File: config.mk
export PLATFORM = sky130hd
export DESIGN_NAME = swhll_front
export DESIGN_NICKNAME = d
export VERILOG_FILES = /design/src/hw/rtl/swhll_pkg.sv /design/src/hw/rtl/swhll_front.sv
export SDC_FILE = /design/constraint.sdc
export NUM_CORES = 1
export LEC_CHECK = 0
export BUFFER_PORTS_ARGS = -buffer_cell sky130_fd_sc_hd__buf_2
export CORE_MARGIN = 5
export CORE_UTILIZATION = 51
export DETAILED_ROUTE_END_ITERATION = 8
export GPL_ROUTABILITY_DRIVEN = 1
export MAX_ROUTING_LAYER = met4
export PLACE_DENSITY = 0.78
export SYNTH_ARGS = -nofsm -noshare
export SYNTH_HDL_FRONTEND = slang
export SYNTH_SLANG_ARGS = --single-unit
File: constraint.sdc
create_clock -name clk -period 4.5 [get_ports clk]
set_input_delay 0.45 -clock clk [delete_from_list [all_inputs] [get_ports clk]]
set_output_delay 0.45 -clock clk [all_outputs]
set_load 0.05 [all_outputs]
File: src/hw/rtl/swhll_pkg.sv
// ----------------------------------------------------------------------------
// swhll_pkg
// Shared types, field widths, opcodes and helpers for the sliding-window
// HyperLogLog register store.
// ----------------------------------------------------------------------------
package swhll_pkg;

  // Defaults for the top-level parameters.
  localparam int DEF_MAX_PRECISION        = 12;
  localparam int DEF_ENTRIES_PER_REGISTER = 64;
  localparam int DEF_TIME_BITS            = 32;

  // Fixed field widths of the transaction ports.
  localparam int HASH_W       = 64;
  localparam int EVENT_TIME_W = 32;
  localparam int INDEX_W      = 12;
  localparam int WIN_W        = 32;
  localparam int RANK_W       = 6;
  localparam int PREC_CFG_W   = 4;

  localparam int                    MIN_PRECISION   = 4;
  localparam logic [PREC_CFG_W-1:0] PRECISION_RESET = 4'd12;

  // Depth of the command queue between front and back.
  localparam int QUEUE_DEPTH = 2;

  localparam logic OP_INSERT = 1'b0;
  localparam logic OP_QUERY  = 1'b1;

  typedef enum logic [1:0] {
    F_IDLE,
    F_ENC,
    F_RANK
  } front_state_t;

  typedef enum logic [2:0] {
    B_CLEAR,
    B_IDLE,
    B_COUNT,
    B_SCAN,
    B_APPEND,
    B_DONE
  } back_state_t;

  // Width of one queued command: {op, reg, rank, time, window}.
  function automatic int cmd_width(input int max_prec, input int time_bits);
    return 1 + max_prec + RANK_W + time_bits + WIN_W;
  endfunction

endpackage

File: src/hw/rtl/swhll_front.sv
// ----------------------------------------------------------------------------
// swhll_front
// Accepts transactions, holds the precision register, selects the register
// and computes the rank of an insert, then queues a command for the back end.
// ----------------------------------------------------------------------------
module swhll_front #(
  parameter int MAX_PRECISION = swhll_pkg::DEF_MAX_PRECISION,
  parameter int TIME_BITS     = swhll_pkg::DEF_TIME_BITS
) (
  input  logic                                  clk,
  input  logic                                  rst_n,
  input  logic                                  cfg_wr_en,
  input  logic [swhll_pkg::PREC_CFG_W-1:0]      cfg_wr_data,
  input  logic                                  in_valid,
  output logic                                  in_stall,
  input  logic                                  in_opcode,
  input  logic [swhll_pkg::HASH_W-1:0]          in_hash_value,
  input  logic [swhll_pkg::EVENT_TIME_W-1:0]    in_event_time,
  input  logic [swhll_pkg::INDEX_W-1:0]         in_register_index,
  input  logic [swhll_pkg::WIN_W-1:0]           in_window_length,
  input  logic                                  init_done,
  input  logic                                  q_full,
  output logic                                  q_push,
  output logic [swhll_pkg::cmd_width(MAX_PRECISION, TIME_BITS)-1:0] q_data
);

  localparam int PREC_W = $clog2(MAX_PRECISION + 1);
  localparam int SH_W   = $clog2(swhll_pkg::HASH_W + 1);
  localparam int HW     = swhll_pkg::HASH_W;
  localparam int RW     = swhll_pkg::RANK_W;

  swhll_pkg::front_state_t state_r, state_nxt;

  logic [swhll_pkg::PREC_CFG_W-1:0] precision_r;
  logic [PREC_W-1:0]                p_eff;
  logic                             accept;

  logic                         op_r, op_nxt;
  logic [MAX_PRECISION-1:0]     reg_r, reg_nxt;
  logic [TIME_BITS-1:0]         time_r, time_nxt;
  logic [swhll_pkg::WIN_W-1:0]  win_r, win_nxt;
  logic [HW-1:0]                rest_r, rest_nxt;
  logic [7:0]                   byte_nz_r, byte_nz_nxt;
  logic [7:0][2:0]              byte_lz_r, byte_lz_nxt;
  logic [RW-1:0]                rank_calc;
  logic [RW-1:0]                rank_out;
  logic                         found;

  function automatic logic [2:0] byte_lz(input logic [7:0] b);
    logic [2:0] n;
    logic       hit;
    n   = 3'd0;
    hit = 1'b0;
    for (int i = 7; i >= 0; i--) begin
      if (!hit) begin
        if (b[i]) begin
          hit = 1'b1;
        end else begin
          n = n + 3'd1;
        end
      end
    end
    return n;
  endfunction

  always_comb begin
    if (int'(precision_r) < swhll_pkg::MIN_PRECISION) begin
      p_eff = PREC_W'(swhll_pkg::MIN_PRECISION);
    end else if (int'(precision_r) > MAX_PRECISION) begin
      p_eff = PREC_W'(MAX_PRECISION);
    end else begin
      p_eff = PREC_W'(precision_r);
    end
  end

  assign in_stall = !(state_r == swhll_pkg::F_IDLE && init_done);
  assign accept   = in_valid && !in_stall;

  always_comb begin
    op_nxt   = in_opcode;
    time_nxt = TIME_BITS'(in_event_time);
    win_nxt  = in_window_length;
    // The sentinel bit below the hash remainder caps the rank at 65 - precision.
    rest_nxt = (in_hash_value << p_eff) | (HW'(1) << (p_eff - PREC_W'(1)));
    if (in_opcode == swhll_pkg::OP_INSERT) begin
      reg_nxt = MAX_PRECISION'(in_hash_value >> (SH_W'(HW) - SH_W'(p_eff)));
    end else begin
      reg_nxt = MAX_PRECISION'(HW'(in_register_index) & ~({HW{1'b1}} << p_eff));
    end
  end

  always_comb begin
    for (int i = 0; i < 8; i++) begin
      byte_nz_nxt[i] = |rest_r[8*i +: 8];
      byte_lz_nxt[i] = byte_lz(rest_r[8*i +: 8]);
    end
  end

  // The remainder always has the sentinel set, so some byte is nonzero.
  always_comb begin
    rank_calc = '0;
    found     = 1'b0;
    for (int i = 7; i >= 0; i--) begin
      if (!found && byte_nz_r[i]) begin
        found     = 1'b1;
        rank_calc = RW'(8 * (7 - i)) + RW'(byte_lz_r[i]) + RW'(1);
      end
    end
  end

  assign rank_out = (op_r == swhll_pkg::OP_QUERY) ? '0 : rank_calc;
  assign q_data   = {op_r, reg_r, rank_out, time_r, win_r};

  always_comb begin
    state_nxt = state_r;
    q_push    = 1'b0;
    case (state_r)
      swhll_pkg::F_IDLE: begin
        if (accept) begin
          state_nxt = swhll_pkg::F_ENC;
        end
      end
      swhll_pkg::F_ENC: begin
        state_nxt = swhll_pkg::F_RANK;
      end
      swhll_pkg::F_RANK: begin
        if (!q_full) begin
          q_push    = 1'b1;
          state_nxt = swhll_pkg::F_IDLE;
        end
      end
      default: begin
        state_nxt = swhll_pkg::F_IDLE;
      end
    endcase
  end

  always_ff @(posedge clk) begin
    if (!rst_n) begin
      state_r     <= swhll_pkg::F_IDLE;
      precision_r <= swhll_pkg::PRECISION_RESET;
    end else begin
      state_r <= state_nxt;
      if (cfg_wr_en) begin
        precision_r <= cfg_wr_data;
      end
    end
  end

  always_ff @(posedge clk) begin
    if (accept) begin
      op_r   <= op_nxt;
      reg_r  <= reg_nxt;
      time_r <= time_nxt;
      win_r  <= win_nxt;
      rest_r <= rest_nxt;
    end
    byte_nz_r <= byte_nz_nxt;
    byte_lz_r <= byte_lz_nxt;
  end

endmodule

== Word level (Yosys, flattened, before mapping) ==
Index checks and enable logic that the tools add are counted.

* Bits in registers: 179
* Output and inout port bits: 85
* Word-level logic and storage cells: 377

* Add/subtract/negate cells: 73
* Magnitude comparators: 2
* Equality and inequality tests: 4
* Shift-type cells: 4
* Mux-type cells: 248
* Bitwise gates (word level): 3
* Reduce and logical (&&, ||, !) cells: 27

{| class="wikitable"
|+ Operator list
! kind !! count
|-
| $mux 3 || 112
|-
| $add 3x1->3 const B || 56
|-
| $mux 1 || 121
|-
| $or 64x64->64 || 1
|-
| $reduce_or 8->1 || 8
|-
| $shl 1x4->64 const A || 1
|-
| $shl 64x4->12 const A || 1
|-
| $shl 64x4->64 || 1
|-
| $shr 64x7->12 || 1
|-
| $mux 6 || 8
|-
| $add 6x1->6 const B || 5
|-
| $add 5x3->6 const A || 2
|-
| $add 6x3->6 const A || 2
|-
| $and 12x12->12 || 1
|-
| $mux 12 || 1
|-
| $mux 4 || 3
|-
| $not 12->12 || 1
|-
| $logic_and 1x1->1 || 9
|-
| $logic_not 1->1 || 8
|-
| $sub 7x4->7 const A || 1
|-
| $add 5x1->6 const B || 1
|-
| $add 5x2->6 const B || 1
|-
| $add 5x4->6 const A || 1
|-
| $pmux 2 s3 || 1
|-
| 12 further kinds || 14
|}

== Longest topological paths before layout ==
* Depth after elaboration: 23
* Depth in mapped cells: 20
* Depth with buffers taken out: 20

== Worst setup path before layout ==
OpenSTA, ideal clock, no wires.

* Path kind: input to register
* From: input in_valid
* To: register op_r (enable)
* Setup time: 519 ps
* Arrival time: 3750 ps
* Required time: 3981 ps
* Path slack: 231 ps
* Stages on the path: 1
* Buffers on the path: 0
* Cell sequence: and3_1

* Cells in the longest elaborated chain, start to end: 1

{| class="wikitable"
|+ RTL lines
! item !! RTL line !! text
|-
| start: declaration || swhll_front.sv:14 || <nowiki>input logic in_valid,</nowiki>
|-
| $logic_and 1x1->1 || swhll_front.sv:77 || <nowiki>assign accept = in_valid && !in_stall;</nowiki>
|-
| end signal: assignment || swhll_front.sv:152 || <nowiki>op_r <= op_nxt;</nowiki>
|-
| end: declaration || swhll_front.sv:38 || <nowiki>logic op_r, op_nxt;</nowiki>
|}

No other way between the ends.
A chain may end at the register's enable or synchronous reset.

==> impl_metrics.env <==
export IMPL_status="finished clean"
export IMPL_wl_microns=28130
export IMPL_grt_total_usage_pct=22.10
export IMPL_slew_viol_final=0
export IMPL_ys_seq_area_share_pct=44.06
export IMPL_hold_class="input port to register"
export IMPL_htreeDepth=4
export IMPL_cts_tree="done"
export IMPL_cts_resized=0
export IMPL_cts_made_buffers=17
export IMPL_clk_latency_ns=0.43
export IMPL_grt_ovfl_total=0
export IMPL_hpwl_microns=21220
export IMPL_grt_pass1_wl_microns=45680
export IMPL_worstPathRequired_ns=4.86
export IMPL_grt_pass1_vias=9312
export IMPL_synth_area_per_cell_sq_um=10.40
export IMPL_synth_fp_nets=1302
export IMPL_rsz0062_at_grt="false"
export IMPL_placedInstanceArea_sq_um=12720
export IMPL_busiest_layer="met2"
export IMPL_fin_crit_ns=3.941
export IMPL_finalSetupTns_ns=0
export IMPL_post_route_period_util_pct=87.59
export IMPL_ys_warn_count=0
export IMPL_synthFlopType="edfxtp_1"
export IMPL_grt_util_met2_pct=37.82
export IMPL_final_hold_viol_count=0
export IMPL_vias_per_cell=5.884
export IMPL_syn_area_sq_um=11340
export IMPL_fin_skew_ns=0.01367
export IMPL_clock_path_buffers=2
export IMPL_synthArstFlopShare_pct=0
export IMPL_arrival_ns=4.30
export IMPL_synth_cells=1090
export IMPL_tightest_slew_ns=1.110
export IMPL_syn2layout_area_growth_pct=17.57
export IMPL_grt_max_degree=84
export IMPL_dieWidth_microns=159.1
export IMPL_leakagePower_nw=6.096
export IMPL_end_kind="register"
export IMPL_final_cells=1597
export IMPL_critPathKind="register to register"
export IMPL_ir_drop_uv=287.6
export IMPL_finalSetupViolations=0
export IMPL_ys_seq_elements=179
export IMPL_drtPass1Iterations=6
export IMPL_p_per_area_nw_per_um2=328.3
export IMPL_max_cap_viol_count=0
export IMPL_worst_slack_ns=0.5586
export IMPL_cts_sinks=179
export IMPL_netlist_cell_type_count=68
export IMPL_die_h_microns=159.1
export IMPL_die_area_sq_um=25310
export IMPL_gp_congestion=0.9031
export IMPL_clock_root_buffer="clkbuf_16"
export IMPL_io_pins=236
export IMPL_drc=0
export IMPL_synth_edf_count=141
export IMPL_use_met3_pct=3.469
export IMPL_fillerInstances=1816
export IMPL_io_buffers=235
export IMPL_fmax_mhz=253.7
export IMPL_wl_per_cell_microns=17.61
export IMPL_worst_path_max_fanout=4
export IMPL_clk_pin_slew_ns=0.08
export IMPL_slew_headroom_pct=26.02
export IMPL_antenna_found_initial=0
export IMPL_antennaDiodeCount=0
export IMPL_drive_above_1_share_pct=22.85
export IMPL_placeableCoreArea_sq_um=21820
export IMPL_placed_cells=1565
export IMPL_post_cts_buffers=0
export IMPL_rows=54
export IMPL_first_iter_violations=753
export IMPL_num_vias=9396
export IMPL_grtUsageMet1_pct=26.75
export IMPL_startpoint_type="register"
export IMPL_initial_core_util_pct=51.94
export IMPL_dp_slack_ns=0.6864
export IMPL_finalNetCount=1516
export IMPL_antenna_left=0
export IMPL_final_cell_area_sq_um=13330
export IMPL_hold_buffers=0
-- synth_stat cells (10+ instances only) --
| cell type | n | area [sq um] |
|---|---|---|
| nand2b_1 | 17 | 106.4 |
| nand2_1 | 99 | 371.6 |
| inv_1 | 39 | 146.4 |
| mux2i_1 | 133 | 1331 |
| a221oi_1 | 10 | 87.58 |
| a211oi_1 | 17 | 127.6 |
| nor2_1 | 63 | 236.5 |
| ha_1 | 61 | 763.2 |
| xor2_1 | 11 | 96.34 |
| a22oi_1 | 16 | 120.1 |
| edfxtp_1 | 141 | 4234 |
| a21o_1 | 32 | 240.2 |
| nand3_1 | 12 | 60.06 |
| a21oi_1 | 62 | 310.3 |
| nor3_1 | 24 | 120.1 |
| dfxtp_1 | 38 | 760.7 |
| or3_1 | 14 | 87.58 |
| and3_1 | 10 | 62.56 |
| o31a_1 | 10 | 87.58 |
| xnor2_1 | 19 | 166.4 |
| nor2b_1 | 26 | 162.7 |
| o21ai_0 | 36 | 180.2 |
| and2_1 | 13 | 81.33 |
| clkbuf_1 | 33 | 123.9 |
| a22o_1 | 32 | 280.3 |
-- per-stage QoR --
stage          hold slack, ns  power [mW]  util (%)
3_3_place_gp           0.5067       2.875     58.28
4_1_cts                0.1669       4.393     61.07
5_1_grt                0.1577       4.568     61.07
2_1_floorplan          0.4699       2.645         -
3_5_place_dp           0.5352       2.902     58.28
6_report               0.1821       4.376     61.07
-- logic make-up after synthesis --
family	synth area share [%]
compound gates	17.31
xor+xnor	2.318
fa+ha+maj	6.733
buf+inv	3.775
flops	44.06
mux	13.04
simple gates	12.77
-- flip-flops by register name, indices dropped and copies added, names as in the netlist --
signal,count
byte_lz_r,24
byte_nz_r,8
op_r,1
precision_r,4
reg_r,12
rest_r,64
state_r,2
time_r,32
win_r,32
-- layer usage --
metal	routed length, microns	vias up	part of all wire (%)
li1	-	4546	-
met1	11530	4483	41
met2	14410	309	51
met3	1469	58	5.2
met4	712	0	2.5
met5	0	-	0
-- power breakdown --
group	leakage [nW]	switching [mW]	internal [mW]
clock network	0.295	0.742	0.755
logic	4.17	0.573	0.345
registers	1.64	0.0586	1.90
total	6.10	1.37	3.00
-- area by class of cell --
type | instances | area, sq um | share of cell area [%]
Clock inverter | 15 | 182.7 | 1.371
Sequential cell | 179 | 4995 | 37.48
Tap cell | 280 | 350.3 | 2.629
Multi-Input combinational cell | 815 | 5921 | 44.42
Clock buffer | 17 | 425.4 | 3.192
Timing Repair Buffer | 249 | 1294 | 9.707
Inverter | 42 | 160.2 | 1.202
-- worst paths after layout --
check / start / slack, ns / endpoint / cells past startpoint
max: rest_r[15] / 0.56 / byte_lz_r[5] / 17
min: in_window_length[19] / 0.18 / win_r[19] / 1
min reg2reg: rest_r[56] / 0.55 / byte_nz_r[7] / 2
max reg2reg: rest_r[15] / 0.56 / byte_lz_r[5] / 17
-- layout by cell type (no fill, tap or decap), types with 16 or more instances in the layout --
cell type / synthesis / final
a22o_1: 32 / 32
dfxtp_1: 38 / 38
inv_1: 39 / 39
buf_2: 7 / 235
a21o_1: 32 / 32
clkbuf_16: 0 / 17
xnor2_1: 19 / 19
mux2i_1: 133 / 133
nor3_1: 24 / 24
a211oi_1: 17 / 17
edfxtp_1: 141 / 141
nand2b_1: 17 / 17
nand2_1: 99 / 98
a22oi_1: 16 / 16
nor2_1: 63 / 63
a21oi_1: 62 / 62
ha_1: 61 / 61
nor2b_1: 26 / 26
o21ai_0: 36 / 36
-- critical path, cell delays in order, from the launching register on --
cell and delay (ns):
edfxtp_1 0.44, nor2_1 0.25, ha_1 0.31, o31a_1 0.26, ha_1 0.31, mux2_2 0.27
o31a_1 0.27, ha_1 0.34, nand2_1 0.07, nand2_1 0.06, ha_1 0.31, mux2i_1 0.12
o21ai_0 0.09, ha_1 0.20, nor2b_1 0.13, xnor2_1 0.12, nor3_1 0.17, xnor2_1 0.13
Note: power is estimated with default switching activity, not from simulation.
