### src/hw/rtl/swhll_pkg.sv
// ----------------------------------------------------------------------------
// swhll_pkg
// Shared types, field widths, opcodes and helpers for the sliding-window
// HyperLogLog register store.
// ----------------------------------------------------------------------------
package swhll_pkg;

  // Defaults for the top-level parameters.
  localparam int DEF_MAX_PRECISION        = 12;
  localparam int DEF_ENTRIES_PER_REGISTER = 64;
  localparam int DEF_TIME_BITS            = 32;

  // Fixed field widths of the transaction ports.
  localparam int HASH_W       = 64;
  localparam int EVENT_TIME_W = 32;
  localparam int INDEX_W      = 12;
  localparam int WIN_W        = 32;
  localparam int RANK_W       = 6;
  localparam int PREC_CFG_W   = 4;

  localparam int                    MIN_PRECISION   = 4;
  localparam logic [PREC_CFG_W-1:0] PRECISION_RESET = 4'd12;

  // Depth of the command queue between front and back.
  localparam int QUEUE_DEPTH = 2;

  localparam logic OP_INSERT = 1'b0;
  localparam logic OP_QUERY  = 1'b1;

  typedef enum logic [1:0] {
    F_IDLE,
    F_ENC,
    F_RANK
  } front_state_t;

  typedef enum logic [2:0] {
    B_CLEAR,
    B_IDLE,
    B_COUNT,
    B_SCAN,
    B_APPEND,
    B_DONE
  } back_state_t;

  // Width of one queued command: {op, reg, rank, time, window}.
  function automatic int cmd_width(input int max_prec, input int time_bits);
    return 1 + max_prec + RANK_W + time_bits + WIN_W;
  endfunction

endpackage

### src/hw/rtl/swhll_cmd_queue.sv
// ----------------------------------------------------------------------------
// swhll_cmd_queue
// Short first-in first-out queue of commands between the front and back ends.
// ----------------------------------------------------------------------------
module swhll_cmd_queue #(
  parameter int DATA_W = swhll_pkg::cmd_width(swhll_pkg::DEF_MAX_PRECISION,
                                              swhll_pkg::DEF_TIME_BITS)
) (
  input  logic              clk,
  input  logic              rst_n,
  input  logic              push,
  input  logic [DATA_W-1:0] push_data,
  output logic              full,
  input  logic              pop,
  output logic [DATA_W-1:0] head_data,
  output logic              empty
);

  localparam int DEPTH = swhll_pkg::QUEUE_DEPTH;
  localparam int PTR_W = (DEPTH > 1) ? $clog2(DEPTH) : 1;
  localparam int CNT_W = $clog2(DEPTH + 1);

  logic [DATA_W-1:0] slot_r [DEPTH];
  logic [PTR_W-1:0]  wr_ptr_r, wr_ptr_nxt;
  logic [PTR_W-1:0]  rd_ptr_r, rd_ptr_nxt;
  logic [CNT_W-1:0]  fill_r, fill_nxt;
  logic              do_push, do_pop;

  assign full      = (fill_r == CNT_W'(DEPTH));
  assign empty     = (fill_r == '0);
  assign do_push   = push && !full;
  assign do_pop    = pop && !empty;
  assign head_data = slot_r[rd_ptr_r];

  always_comb begin
    wr_ptr_nxt = wr_ptr_r;
    rd_ptr_nxt = rd_ptr_r;
    fill_nxt   = fill_r;
    if (do_push) begin
      wr_ptr_nxt = (wr_ptr_r == PTR_W'(DEPTH - 1)) ? '0 : wr_ptr_r + PTR_W'(1);
    end
    if (do_pop) begin
      rd_ptr_nxt = (rd_ptr_r == PTR_W'(DEPTH - 1)) ? '0 : rd_ptr_r + PTR_W'(1);
    end
    if (do_push && !do_pop) begin
      fill_nxt = fill_r + CNT_W'(1);
    end else if (do_pop && !do_push) begin
      fill_nxt = fill_r - CNT_W'(1);
    end
  end

  always_ff @(posedge clk) begin
    if (!rst_n) begin
      wr_ptr_r <= '0;
      rd_ptr_r <= '0;
      fill_r   <= '0;
    end else begin
      wr_ptr_r <= wr_ptr_nxt;
      rd_ptr_r <= rd_ptr_nxt;
      fill_r   <= fill_nxt;
    end
  end

  always_ff @(posedge clk) begin
    if (do_push) begin
      slot_r[wr_ptr_r] <= push_data;
    end
  end

endmodule

### config.mk
export PLATFORM = sky130hd
export DESIGN_NAME = swhll_cmd_queue
export DESIGN_NICKNAME = d
export VERILOG_FILES = /design/src/hw/rtl/swhll_pkg.sv /design/src/hw/rtl/swhll_cmd_queue.sv
export SDC_FILE = /design/constraint.sdc
export NUM_CORES = 1
export LEC_CHECK = 0
export BUFFER_PORTS_ARGS = -buffer_cell sky130_fd_sc_hd__buf_2
export CORE_MARGIN = 1
export CORE_UTILIZATION = 38
export DETAILED_ROUTE_END_ITERATION = 16
export GPL_TIMING_DRIVEN = 0
export PLACE_DENSITY = 0.68
export SYNTH_ARGS = -nofsm -noshare
export SYNTH_HDL_FRONTEND = slang
export SYNTH_SLANG_ARGS = --single-unit
export TNS_END_PERCENT = 1
### constraint.sdc
create_clock -name clk -period 5.49 [get_ports clk]
set_input_delay 1.098 -clock clk [delete_from_list [all_inputs] [get_ports clk]]
set_output_delay 1.098 -clock clk [all_outputs]
set_load 0.02 [all_outputs]
Yosys cells after proc, flatten, opt, wreduce, memory -nomap -nowiden:

Memories as Yosys holds them, arrays and structs flattened. A register that Yosys moved wholly into a read port is not among the register bits.
Cells that the tools add are included.

* bits in registers: 4
* bits in latches: 0
* memory bits (writable): 166
* ROM bits: 0
* bits of input ports: 87
* output and inout port bits: 85
* logic and storage cells: 27
* memories: 1

* $add $sub $neg: 4
* $mul: 0
* divide/modulo/power cells: 0
* order comparisons: 0
* equality and inequality tests: 1
* shifts and indexed selects: 0
* mux-type cells: 8
* bitwise gates (word level): 0
* reductions and logical operators: 10

Memory list
* slot_r: depth 2, width 83, read ports 1, clocked after memory_dff 1, wr ports 1, RTL line swhll_cmd_queue.sv:23 `logic [DATA_W-1:0] slot_r [DEPTH];`

Operator list (number)
* 2-to-1 mux 1 bit: 6
* logical AND 1 bit: 4
* logical NOT 1 bit: 4
* 2-to-1 mux 2 bit: 2
* adder 1 bit, second input constant: 2
* adder 2 x 1 -> 2 bit, second input constant: 1
* equality test 2 bit, second input constant: 1
* logical NOT 2 bit: 1
* nonzero test 2 bit: 1
* subtractor 2 x 1 -> 2 bit, second input constant: 1

Longest topological paths before layout:

Gate-level depths: netlist of the first run.

* word-level depth: 7
* mapped depth: 7
* depth with buffers taken out: 7

Least setup slack after synthesis of the first run:

No wires, ideal clock.

* kind: input to register
* start point: input push
* end point: memory slot_r[0][0] (netlist name) (enable)
* library setup time: 0.511 ns
* data arrival time: 4.406 ns
* required time: 4.979 ns
* setup slack: 0.573 ns
* stages: 2
* buffers on the path: 0
* cells stage by stage: inv_1 > nor3_2

* word-level cells in the longest chain between the ends: 3

RTL lines
* start: declaration: RTL line swhll_cmd_queue.sv:11 `input logic push,`
* logical AND 1 bit: RTL line swhll_cmd_queue.sv:31 `assign do_push = push && !full;`
* 2-to-1 mux 1 bit: RTL line swhll_cmd_queue.sv:65 `if (do_push) begin`
* 2-to-1 mux 1 bit (implied by the code): RTL line swhll_cmd_queue.sv:66 `slot_r[wr_ptr_r] <= push_data;`
* end: declaration: RTL line swhll_cmd_queue.sv:23

No other way between the ends.

==> run metrics, run 1 <==
vertical die dimension=129.9 um; leakage power of the design=3.010 nW; Critical Path Source Type=flip-flop; RD Place Congestion=0.7085; DP HPWL=7.647 mm; count of nets after finishing=566; Gate power share=27.7%; Core Area=15940 um2; per-cell routed wire length=15.71 um; clock transition time at the flip-flop clock pins of the worst setup and hold paths=0.06 ns; remaining max-slew budget at the tightest pin=36.68%; flip-flop and latch count after synthesis=171; largest fanout on the critical path=10; detailed-router iteration count before antenna repair=4; via count of the routed design=3218; maximum vdd ir drop=0.2696 mV; Min-Delay Path Class=flip-flop to flip-flop; kind of capture point of the worst setup path=output pin; first-pass GRT wire length=16.41 mm; area of the mapped netlist=6216 um2; minimum period implied by the final worst setup slack=2.894 ns; violation count after the first detailed-route iteration=116; x dimension of the die=129.9 um; post-synth cell types=22; Worst Path Arrival=1.80 ns; instance count of the mapped netlist=283; total of cells resized after clock tree synthesis=0; filler cell count=1385; count of antenna-violating nets left after detailed routing=0; Data required, critical path=4.39 ns; full die area=16870 um2; post-route total power=3.810 mW; Initial Utilization=38.99%; final period utilization=52.71%; post-synthesis sequential area ratio=81.80%; TritonCTS clock tree=done; global-route congestion overflow total=0; fraction of synthesized cell area in xor and xnor cells=0.4227%; clock sinks=171; max frequency=0.3455 GHz; synthesized-area fraction occupied by and/or/nand/nor cells=0.8857%; Slew Viols, Final=0; Sequential cell area=5085 um2; Avg Synthesized Cell Area=21.96 um2; CTS Buf Count=17; endpoints failing setup=0; share of layout cells above drive strength 1=46.53%; number of levels in the clock H-tree=4; commonest cells after routing, fill and taps aside=sky130_fd_sc_hd__buf_2 (173), sky130_fd_sc_hd__edfxtp_1 (166), sky130_fd_sc_hd__mux2_1 (70); area used by multi-input combinational logic=1072 um2; post-route insts no fill=706; vias in the first global route=3354; cts hold-fix bufs=0; Post-Syn Nets=371; Global Route Usage Sum=13.43%; average via count per standard cell=4.558; clock latency on the worst-skew pair=0.41 ns; slew at the pin closest to its max-slew limit=0.9468 ns; internal power component=2.668 mW; combinational family with the most area after synthesis=multiplexers; fraction of power spent switching nets=29.99%; synthesized-area fraction occupied by adder cells=0.2013%; setup repair after global routing missed its margin=no; most common cell after layout, fill and taps aside=sky130_fd_sc_hd__buf_2; run status=finished clean; fraction of synthesized area in multiplexers=15.04%; proportion of power drawn by flip-flops and latches=44.1%; antenna violations before repair=1; placed insts=675; number of remaining DRC errors=0; Antenna diodes=0; final worst hold slack=0.5451 ns; drt total wl=11.09 mm; Fin. Hold Viols=0; DP Worst Slack=2.670 ns; clock group share of total power=28.3%; Synth Area in Compound Gates=0.5233%; P_sw=1.143 mW; num ports=172; post-route setup slack=2.596 ns; Port Buf Inserts=171; clock skew after layout=0.005863 ns; floorplan row count=46; power density of the placed cells=474.8 nW/um2; number of buffers added for setup after CTS=0; class of the most critical setup path=flip-flop to output pin; total number of yosys warnings=0; number of violations of the max-capacitance limit=0; signed area change from the synthesized netlist to the final layout=29.11%; maximum number of pins on one net before global-route repair=46; number of buffers between clock root and the deepest sink=2; Root Driver=sky130_fd_sc_hd__clkbuf_16
metal layers:
| layer | track usage, % | wire length, um | part of all wire [%] | vias up |
|---|---|---|---|---|
| met2 | 23.78 | 5854 | 53 | 109 |
| li1 | - | - | - | 1513 |
| met3 | 5.945 | 873 | 7.9 | 16 |
| met5 | 0 | 11 | 0.099 | - |
| met4 | 6.498 | 213 | 1.9 | 2 |
| met1 | 13.44 | 4135 | 37 | 1578 |
final cells by class:
cell class / instances / area share (%)
buffer: 9 / 0.7795
clock buffer: 18 / 5.348
timing repair buffer: 176 / 12.38
inverter: 2 / 0.09355
tap: 216 / 3.368
clock inverter: 13 / 1.310
sequential: 171 / 63.36
multi-input combinational: 101 / 13.36
cell families (layout without fill, tap and decap cells):
group / after synthesis / in the layout
DFF: 171 / 171
muxes: 83 / 83
buffers and inverters: 11 / 218
and+or+nand+nor: 9 / 9
AOI/OAI and AO/OA: 5 / 5
xor gates and xnor gates: 3 / 3
adders and majority gates: 1 / 1
registers in the layout, summed over array words and instances, names as in the netlist, named ones only:
register / cells
rd_ptr_r: 1
slot_r: 166
wr_ptr_r: 1
fill_r: 2
worst max-delay path, cell delays in order (launching register included):
cell,delay (ns)
sky130_fd_sc_hd__dfxtp_1,0.32
sky130_fd_sc_hd__buf_2,0.29
sky130_fd_sc_hd__buf_4,0.26
sky130_fd_sc_hd__mux2_1,0.34
sky130_fd_sc_hd__buf_2,0.17
cells in the mapped netlist:
master / count / area share [%]
sky130_fd_sc_hd__dfxtp_1: 5 / 1.6
sky130_fd_sc_hd__or3_1: 1 / 0.10
sky130_fd_sc_hd__o21ai_0: 1 / 0.080
sky130_fd_sc_hd__o21ai_1: 1 / 0.080
sky130_fd_sc_hd__xnor2_1: 2 / 0.28
sky130_fd_sc_hd__o21a_1: 1 / 0.12
sky130_fd_sc_hd__inv_1: 1 / 0.060
sky130_fd_sc_hd__a21boi_1: 1 / 0.12
sky130_fd_sc_hd__edfxtp_1: 166 / 80
sky130_fd_sc_hd__nor2_1: 2 / 0.12
sky130_fd_sc_hd__mux2_2: 13 / 2.4
sky130_fd_sc_hd__mux2_1: 70 / 13
sky130_fd_sc_hd__buf_4: 7 / 0.85
sky130_fd_sc_hd__and2_1: 3 / 0.30
sky130_fd_sc_hd__buf_2: 2 / 0.16
sky130_fd_sc_hd__a21boi_0: 1 / 0.12
sky130_fd_sc_hd__nor3_2: 1 / 0.16
sky130_fd_sc_hd__nand2b_1: 1 / 0.10
sky130_fd_sc_hd__inv_2: 1 / 0.060
sky130_fd_sc_hd__xor2_1: 1 / 0.14
sky130_fd_sc_hd__ha_1: 1 / 0.20
sky130_fd_sc_hd__and3_1: 1 / 0.10
path summary, 6_finish.rpt:
| check | startpoint | end | slack, ns | depth (start not counted) |
|---|---|---|---|---|
| setup / recovery | flip-flop | head_data[70] | 2.60 | 4 |
| hold / removal | fill_r[1]$_SDFFE_PN0P_ | fill_r[1]$_SDFFE_PN0P_ | 0.55 | 2 |
| setup reg to reg | fill_r[0]$_SDFFE_PN0P_ | slot_r[0][27]$_DFFE_PP_ | 3.33 | 5 |
| hold reg to reg | fill_r[1]$_SDFFE_PN0P_ | fill_r[1]$_SDFFE_PN0P_ | 0.55 | 2 |
power groups by stage:
stage | Clock [mW] | Sequential (mW) | Combinational (mW)
6_report | 1.08 | 1.68 | 1.05
5_1_grt | 1.16 | 1.69 | 1.13
4_1_cts | 1.11 | 1.68 | 1.08
3_5_place_dp | 0 | 1.71 | 1.07
3_3_place_gp | 0 | 1.73 | 0.993
2_1_floorplan | 0 | 1.71 | 0.678
metrics by stage:
stage                     utilization [%]  area [um2]  TNS, ns
after global routing                50.34        8025        0
after detailed placement            46.99        7491        0
final                               50.34        8025        0
after global placement              46.05        7342  -100.51
after floorplan                         -        6216        0
after CTS                           50.34        8025        0
(Power assumes the default switching activity.)
==> inputs of run 2 (changes only) <==
--- a/config.mk
+++ b/config.mk
@@ -10,7 +10,7 @@
 export CORE_UTILIZATION = 38
 export DETAILED_ROUTE_END_ITERATION = 16
 export GPL_TIMING_DRIVEN = 0
-export PLACE_DENSITY = 0.68
+export PLACE_DENSITY = 0.7
 export SYNTH_ARGS = -nofsm -noshare
 export SYNTH_HDL_FRONTEND = slang
 export SYNTH_SLANG_ARGS = --single-unit
==> constraint.sdc (replaced) <==
create_clock -name clk -period 2.4 [get_ports clk]
set_input_delay 0.48 -clock clk [delete_from_list [all_inputs] [get_ports clk]]
set_output_delay 0.48 -clock clk [all_outputs]
set_load 0.02 [all_outputs]
==> run 2 against run 1 <==
Compared with the run above:
- final cell count increased by 0.14%
- count of clock-buffer cells in the layout increased by 1
- sequential share of layout area increased by 0.095 points
- critical path depth unchanged
- clock skew increased by 0.0012 ns
- critical endpoint is now head_data[50]
- routed wire length increased by 2.8%
- utilization decreased by 0.063 points
- die area unchanged
- global-route usage increased by 0.47 points
==> run metrics, run 2 (same netlist as run 1, synthesis figures left out) <==
run status=finished clean; minimum period implied by the final worst setup slack=2.216 ns; full die area=16870 um2 (unchanged); setup repair after global routing missed its margin=no; first-pass GRT wire length=16.96 mm (+3.4%); Antenna diodes=0 (unchanged); Port Buf Inserts=171 (unchanged); per-cell routed wire length=16.13 um (+2.7%); number of violations of the max-capacitance limit=0 (unchanged); Core Area=15940 um2 (unchanged); global-route congestion overflow total=0 (unchanged); TritonCTS clock tree=done; Min-Delay Path Class=primary input to flip-flop; num ports=172 (unchanged); remaining max-slew budget at the tightest pin=37.24% (+0.56 points); cts hold-fix bufs=0 (unchanged); register ranked first by flip-flop count=slot_r; via count of the routed design=3200 (-0.56%); vertical die dimension=129.9 um (unchanged); share of layout cells above drive strength 1=46.64% (+0.11 points); largest fanout on the critical path=10 (unchanged); DP Worst Slack=0.1963 ns (-2.473 ns); most numerous cell on the critical path=sky130_fd_sc_hd__buf_4; clock latency on the worst-skew pair=0.41 ns (about the same); count of antenna-violating nets left after detailed routing=0 (unchanged); Sequential cell area=5086 um2 (about the same); signed area change from the synthesized netlist to the final layout=28.95%; area used by multi-input combinational logic=1080 um2 (+0.70%); final period utilization=92.34%; Critical Path Sink=head_data[50]; filler cell count=1358 (-1.9%); max frequency=0.4512 GHz; post-route setup slack=0.1838 ns (-2.412 ns); CTS Buf Count=17 (unchanged); vias in the first global route=3408 (+1.6%); r2r endpoint=slot_r[0][23]$_DFFE_PP_; x dimension of the die=129.9 um (unchanged); path depth of the worst reg2reg path=5 (unchanged); antenna violations before repair=0 (-1); DP HPWL=7.754 mm (+1.4%); number of flip-flops under the largest register name=166 (unchanged); cells traversed along the worst timing path=buf_4, buf_4, mux2_1, buf_2; class of the most critical setup path=flip-flop to output pin; maximum vdd ir drop=0.6375 mV (+140%); power density of the placed cells=1091 nW/um2 (+130%); Global Route Usage Sum=13.90% (+0.47 points); number of levels in the clock H-tree=4 (unchanged); Worst Path Arrival=1.74 ns (-0.06 ns); Slew Viols, Final=0 (unchanged); Data required, critical path=1.92 ns (-2.47 ns); average via count per standard cell=4.526 (-0.70%); clock transition time at the flip-flop clock pins of the worst setup and hold paths=0.06 ns (about the same); most common cell after layout, fill and taps aside=sky130_fd_sc_hd__buf_2; detailed-router iteration count before antenna repair=4 (unchanged); start of the worst register-to-register path=fill_r[0]$_SDFFE_PN0P_; endpoints failing setup=0 (unchanged); drt total wl=11.41 mm (+2.8%); count of nets after finishing=566 (unchanged); Critical Path Slowest Stage Cell=sky130_fd_sc_hd__mux2_1; Fin. Hold Viols=0 (unchanged); number of buffers added for setup after CTS=0 (unchanged); leakage power of the design=3.010 nW (about the same); clock sinks=171 (unchanged); number of buffers between clock root and the deepest sink=2 (unchanged); register-to-register setup slack=0.27 ns (-3.06 ns); number of remaining DRC errors=0 (unchanged); longest individual stage delay on the worst path=0.34 ns (about the same); Critical Path Source Type=flip-flop; post-route insts no fill=707 (+0.14%); RD Place Congestion=0.6489 (-8.4%); placed insts=675 (unchanged); clock skew after layout=0.007061 ns (+0.001198 ns); registers with the most flip-flops=slot_r x166, fill_r x2; Root Driver=sky130_fd_sc_hd__clkbuf_16; slew at the pin closest to its max-slew limit=0.9383 ns (-0.008447 ns); commonest cells after routing, fill and taps aside=sky130_fd_sc_hd__buf_2 (172), sky130_fd_sc_hd__edfxtp_1 (166), sky130_fd_sc_hd__mux2_1 (70); Initial Utilization=38.99% (unchanged); violation count after the first detailed-route iteration=183 (+58%); floorplan row count=46 (unchanged); kind of capture point of the worst setup path=output pin; maximum number of pins on one net before global-route repair=44 (-4.3%)
[run 2: worst min path at each step]
stage | cells past startpoint | end | slack, ns | from
after floorplan | 2 | fill_r[1]$_SDFFE_PN0P_ | 0.52 | fill_r[1]$_SDFFE_PN0P_
after global placement | 2 | fill_r[1]$_SDFFE_PN0P_ | 0.53 | fill_r[1]$_SDFFE_PN0P_
after detailed placement | 2 | fill_r[1]$_SDFFE_PN0P_ | 0.57 | fill_r[1]$_SDFFE_PN0P_
after CTS | 1 | slot_r[1][82]$_DFFE_PP_ | 0.22 | push_data[82]
after global routing | 1 | slot_r[0][82]$_DFFE_PP_ | 0.22 | push_data[82]
final | 1 | slot_r[1][82]$_DFFE_PP_ | 0.25 | push_data[82]
[run 2: metal layers]
metal  up-vias  GRT usage, %  routed length, um
met2       110         23.72               5934
met4         0         5.814                158
met1      1568         15.31               4546
li1       1508             -                  -
met5         -             0                  0
met3        14         5.781                766
[run 2: power by group]
group | switching (mW) | total, mW | internal [mW]
combinational | 1.47 | 2.41 | 0.938
sequential | 0.100 | 3.85 | 3.75
clock | 1.08 | 2.49 | 1.41
[run 2: final cells by class]
type,count,share of cell area (%)
multi-input combinational,101,13.47
clock buffer,19,5.401
buffer,9,0.8117
sequential,171,63.46
timing repair buffer,176,12.08
clock inverter,13,1.280
inverter,2,0.1249
tap,216,3.372
[run 2: stage by stage]
stage	hold slack [ns]	total power, mW	utilization [%]	TNS (ns)	instance area (um2)
finish	0.2454	8.748	50.27	0	8015
detailed placement	0.5740	6.357	46.90	0	7477
global route	0.2196	9.157	50.27	0	8015
floorplan	0.5172	5.477	-	-96.04	6233
CTS	0.2231	8.873	50.27	0	8015
global placement	0.5304	6.232	46.16	-273.75	7360
[run 2: repair_timing]
| item | 4_1_cts | 5_1_grt |
|---|---|---|
| resized for setup | 1 | 0 |
| endpoints found under the hold margin | 0 | 0 |
| endpoints found under the setup margin | 1 | 0 |
[run 2: critical path, delay by kind of cell, from the launching register on]
kind,cells,cell delay (ns)
buf+inv,3,0.65
flops,1,0.32
mux,1,0.34
==> inputs of run 3 (changes only) <==
--- a/config.mk
+++ b/config.mk
@@ -8,6 +8,7 @@
 export BUFFER_PORTS_ARGS = -buffer_cell sky130_fd_sc_hd__buf_2
 export CORE_MARGIN = 1
 export CORE_UTILIZATION = 38
+export CTS_BUF_LIST = sky130_fd_sc_hd__clkbuf_4
 export DETAILED_ROUTE_END_ITERATION = 16
 export GPL_TIMING_DRIVEN = 0
 export PLACE_DENSITY = 0.7
==> run 3 against run 2 <==
Compared with the run above:
- power decreased by 12%
- sequential share of layout area rose by 2.2 points
- global-route usage decreased by 0.19 points
- die area did not move
- routed wire length down 1.7%
- largest cell class unchanged
- worst setup slack worse by 0.059 ns
- critical endpoint is now head_data[38]
- sequential cell count unchanged
- first-iteration DRC count decreased by 15%
- register-to-register slack hardly changed
- highest routed layer unchanged
- fmax is 2.6% lower
==> run metrics, run 3 (same netlist as run 1, synthesis figures left out) <==
Sequential cell area=5086 um2 (unchanged); Most Used Layer, Global Route=met2; remaining max-slew budget at the tightest pin=37.31% (+0.072 points); Critical Path Source Type=flip-flop; Port Buf Inserts=171 (unchanged); register-to-register setup slack=0.27 ns (about the same); class of the most critical setup path=flip-flop to output pin; power density of the placed cells=997.9 nW/um2 (-8.6%); first-pass GRT wire length=16.78 mm (-1.1%); floorplan row count=46 (unchanged); maximum number of pins on one net before global-route repair=44 (unchanged); number of cells on the worst hold path=1 (unchanged); start of the worst register-to-register path=fill_r[0]$_SDFFE_PN0P_; number of levels in the clock H-tree=4 (unchanged); routing usage on met3=5.617% (-0.16 points); cells traversed along the worst timing path=buf_8, buf_4, mux2_1, buf_2; post-route standard cell area excluding fillers=7744 um2 (-3.4%); count of nets after finishing=566 (unchanged); Antenna diodes=0 (unchanged); setup repair after global routing missed its margin=yes; detailed-router iteration count before antenna repair=4 (unchanged); path depth of the worst reg2reg path=5 (unchanged); number of violations of the max-capacitance limit=0 (unchanged); commonest cells after routing, fill and taps aside=sky130_fd_sc_hd__buf_2 (172), sky130_fd_sc_hd__edfxtp_1 (166), sky130_fd_sc_hd__mux2_1 (70); clock skew after layout=0.01463 ns (+0.007569 ns); x dimension of the die=129.9 um (unchanged); drt total wl=11.21 mm (-1.7%); DP HPWL=7.754 mm (unchanged); kind of capture point of the worst setup path=output pin; CTS Buf Count=17 (unchanged); cell family with most CP delay=buffers and inverters; Global Route Usage Sum=13.71% (-0.19 points); via count of the routed design=3182 (-0.56%); RD Place Congestion=0.6489 (unchanged); leakage power of the design=2.891 nW (-4.0%); filler cell count=1394 (+2.7%); met1 track demand over resource in global routing=15.19% (-0.12 points); signed area change from the synthesized netlist to the final layout=24.58%; Root Driver=sky130_fd_sc_hd__clkbuf_4; TritonCTS clock tree=done; registers with the most flip-flops=slot_r x166, fill_r x2; Initial Utilization=38.99% (unchanged); vertical die dimension=129.9 um (unchanged); endpoints failing setup=0 (unchanged); post-route total power=7.728 mW (-12%); longest individual stage delay on the worst path=0.38 ns (+0.04 ns); num ports=172 (unchanged); violation count after the first detailed-route iteration=155 (-15%); combined buffer and inverter count along the critical path=3 (unchanged); average via count per standard cell=4.501 (-0.56%); final period utilization=94.82% (+2.5 points); number of flip-flops under the largest register name=166 (unchanged); share of layout cells above drive strength 1=47.05% (+0.41 points); area used by multi-input combinational logic=1080 um2 (unchanged); Slew Viols, Final=0 (unchanged); Core Area=15940 um2 (unchanged); Min-Delay Path Class=primary input to flip-flop; max frequency=0.4394 GHz (-2.6%); run status=finished clean; antenna violations before repair=0 (unchanged); per-cell routed wire length=15.85 um (-1.7%); register ranked first by flip-flop count=slot_r; Fin. Hold Viols=0 (unchanged); number of remaining DRC errors=0 (unchanged); clock latency on the worst-skew pair=0.54 ns (+0.13 ns); placed standard-cell area=7477 um2 (unchanged); clock sinks=171 (unchanged); Data required, critical path=1.92 ns (about the same); hold_sp=push_data[82]; most common cell after layout, fill and taps aside=sky130_fd_sc_hd__buf_2; Worst Path Arrival=1.80 ns (+0.06 ns); largest fanout on the critical path=10 (unchanged); full die area=16870 um2 (unchanged); r2r endpoint=slot_r[0][23]$_DFFE_PP_; global-route congestion overflow total=0 (unchanged); cts hold-fix bufs=0 (unchanged); slew at the pin closest to its max-slew limit=0.9372 ns (-0.001075 ns); count of antenna-violating nets left after detailed routing=0 (unchanged); number of buffers between clock root and the deepest sink=2 (unchanged); minimum period implied by the final worst setup slack=2.276 ns (+0.05946 ns); vias in the first global route=3366 (-1.2%); Critical Path Slowest Stage Cell=sky130_fd_sc_hd__dfxtp_1; Hold Crit Endpoint=slot_r[1][82]$_DFFE_PP_; clock transition time at the flip-flop clock pins of the worst setup and hold paths=0.14 ns (+0.08 ns); Global Route met2 Usage=23.47% (-0.25 points); maximum vdd ir drop=0.6039 mV (-5.3%)
==> run 3: cell counts in the layout (fill, tap and decap cells not counted) <==
No cell type changed its count.
==> run 3: routing by layer <==
layer / vias to the layer above / wire length (um)
met5: - / 0
met4: 0 / 109
met3: 9 / 758
met2: 111 / 5905
met1: 1553 / 4435
li1: 1509 / -
==> run 3: area by class of cell <==
cell class / instances / share of cell area (%)
sequential: 171 / 65.68
buffer: 9 / 1.083
clock buffer: 19 / 1.842
timing repair buffer: 176 / 12.51
clock inverter: 13 / 1.325
inverter: 2 / 0.1293
multi-input combinational: 101 / 13.94
tap: 216 / 3.490
==> run 3: how the worst max path moves through the flow <==
stage / to / from / depth (start not counted)
finish: head_data[38] / flip-flop / 4
CTS: head_data[77] / flip-flop / 4
floorplan: slot_r[0][0]$_DFFE_PP_ / fill_r[0]$_SDFFE_PN0P_ / 3
global route: head_data[38] / flip-flop / 4
detailed placement: slot_r[0][28]$_DFFE_PP_ / push / 5
global placement: slot_r[0][28]$_DFFE_PP_ / push / 3
==> run 3: power by group <==
| part | leakage (nW) | internal [mW] | total, mW | switching (mW) |
|---|---|---|---|---|
| clock | 0.137 | 0.525 | 1.46 | 0.937 |
| sequential | 1.59 | 3.74 | 3.84 | 0.102 |
| combinational | 1.16 | 0.959 | 2.42 | 1.46 |
| total | 2.89 | 5.23 | 7.73 | 2.50 |
==> run 3: metrics by stage <==
| step | TNS, ns | util (%) | setup slack, ns | hold WS (ns) | cells |
|---|---|---|---|---|---|
| 6_report | 0 | 48.57 | 0.1244 | 0.1176 | 707 |
| 5_1_grt | -0.3016 | 48.57 | -0.02509 | 0.03597 | 707 |
| 3_5_place_dp | 0 | 46.90 | 0.1963 | 0.5740 | 675 |
| 4_1_cts | 0 | 48.50 | 0.005675 | 0.04991 | 707 |
| 3_3_place_gp | -273.75 | 46.16 | -1.664 | 0.5304 | 670 |
| 2_1_floorplan | -96.04 | - | -0.6113 | 0.5172 | 283 |
==> run 3: repair_timing <==
item	4_1_cts	5_1_grt
setup buffers	0	0
resized for setup	3	3
endpoints found under the setup margin	70	62
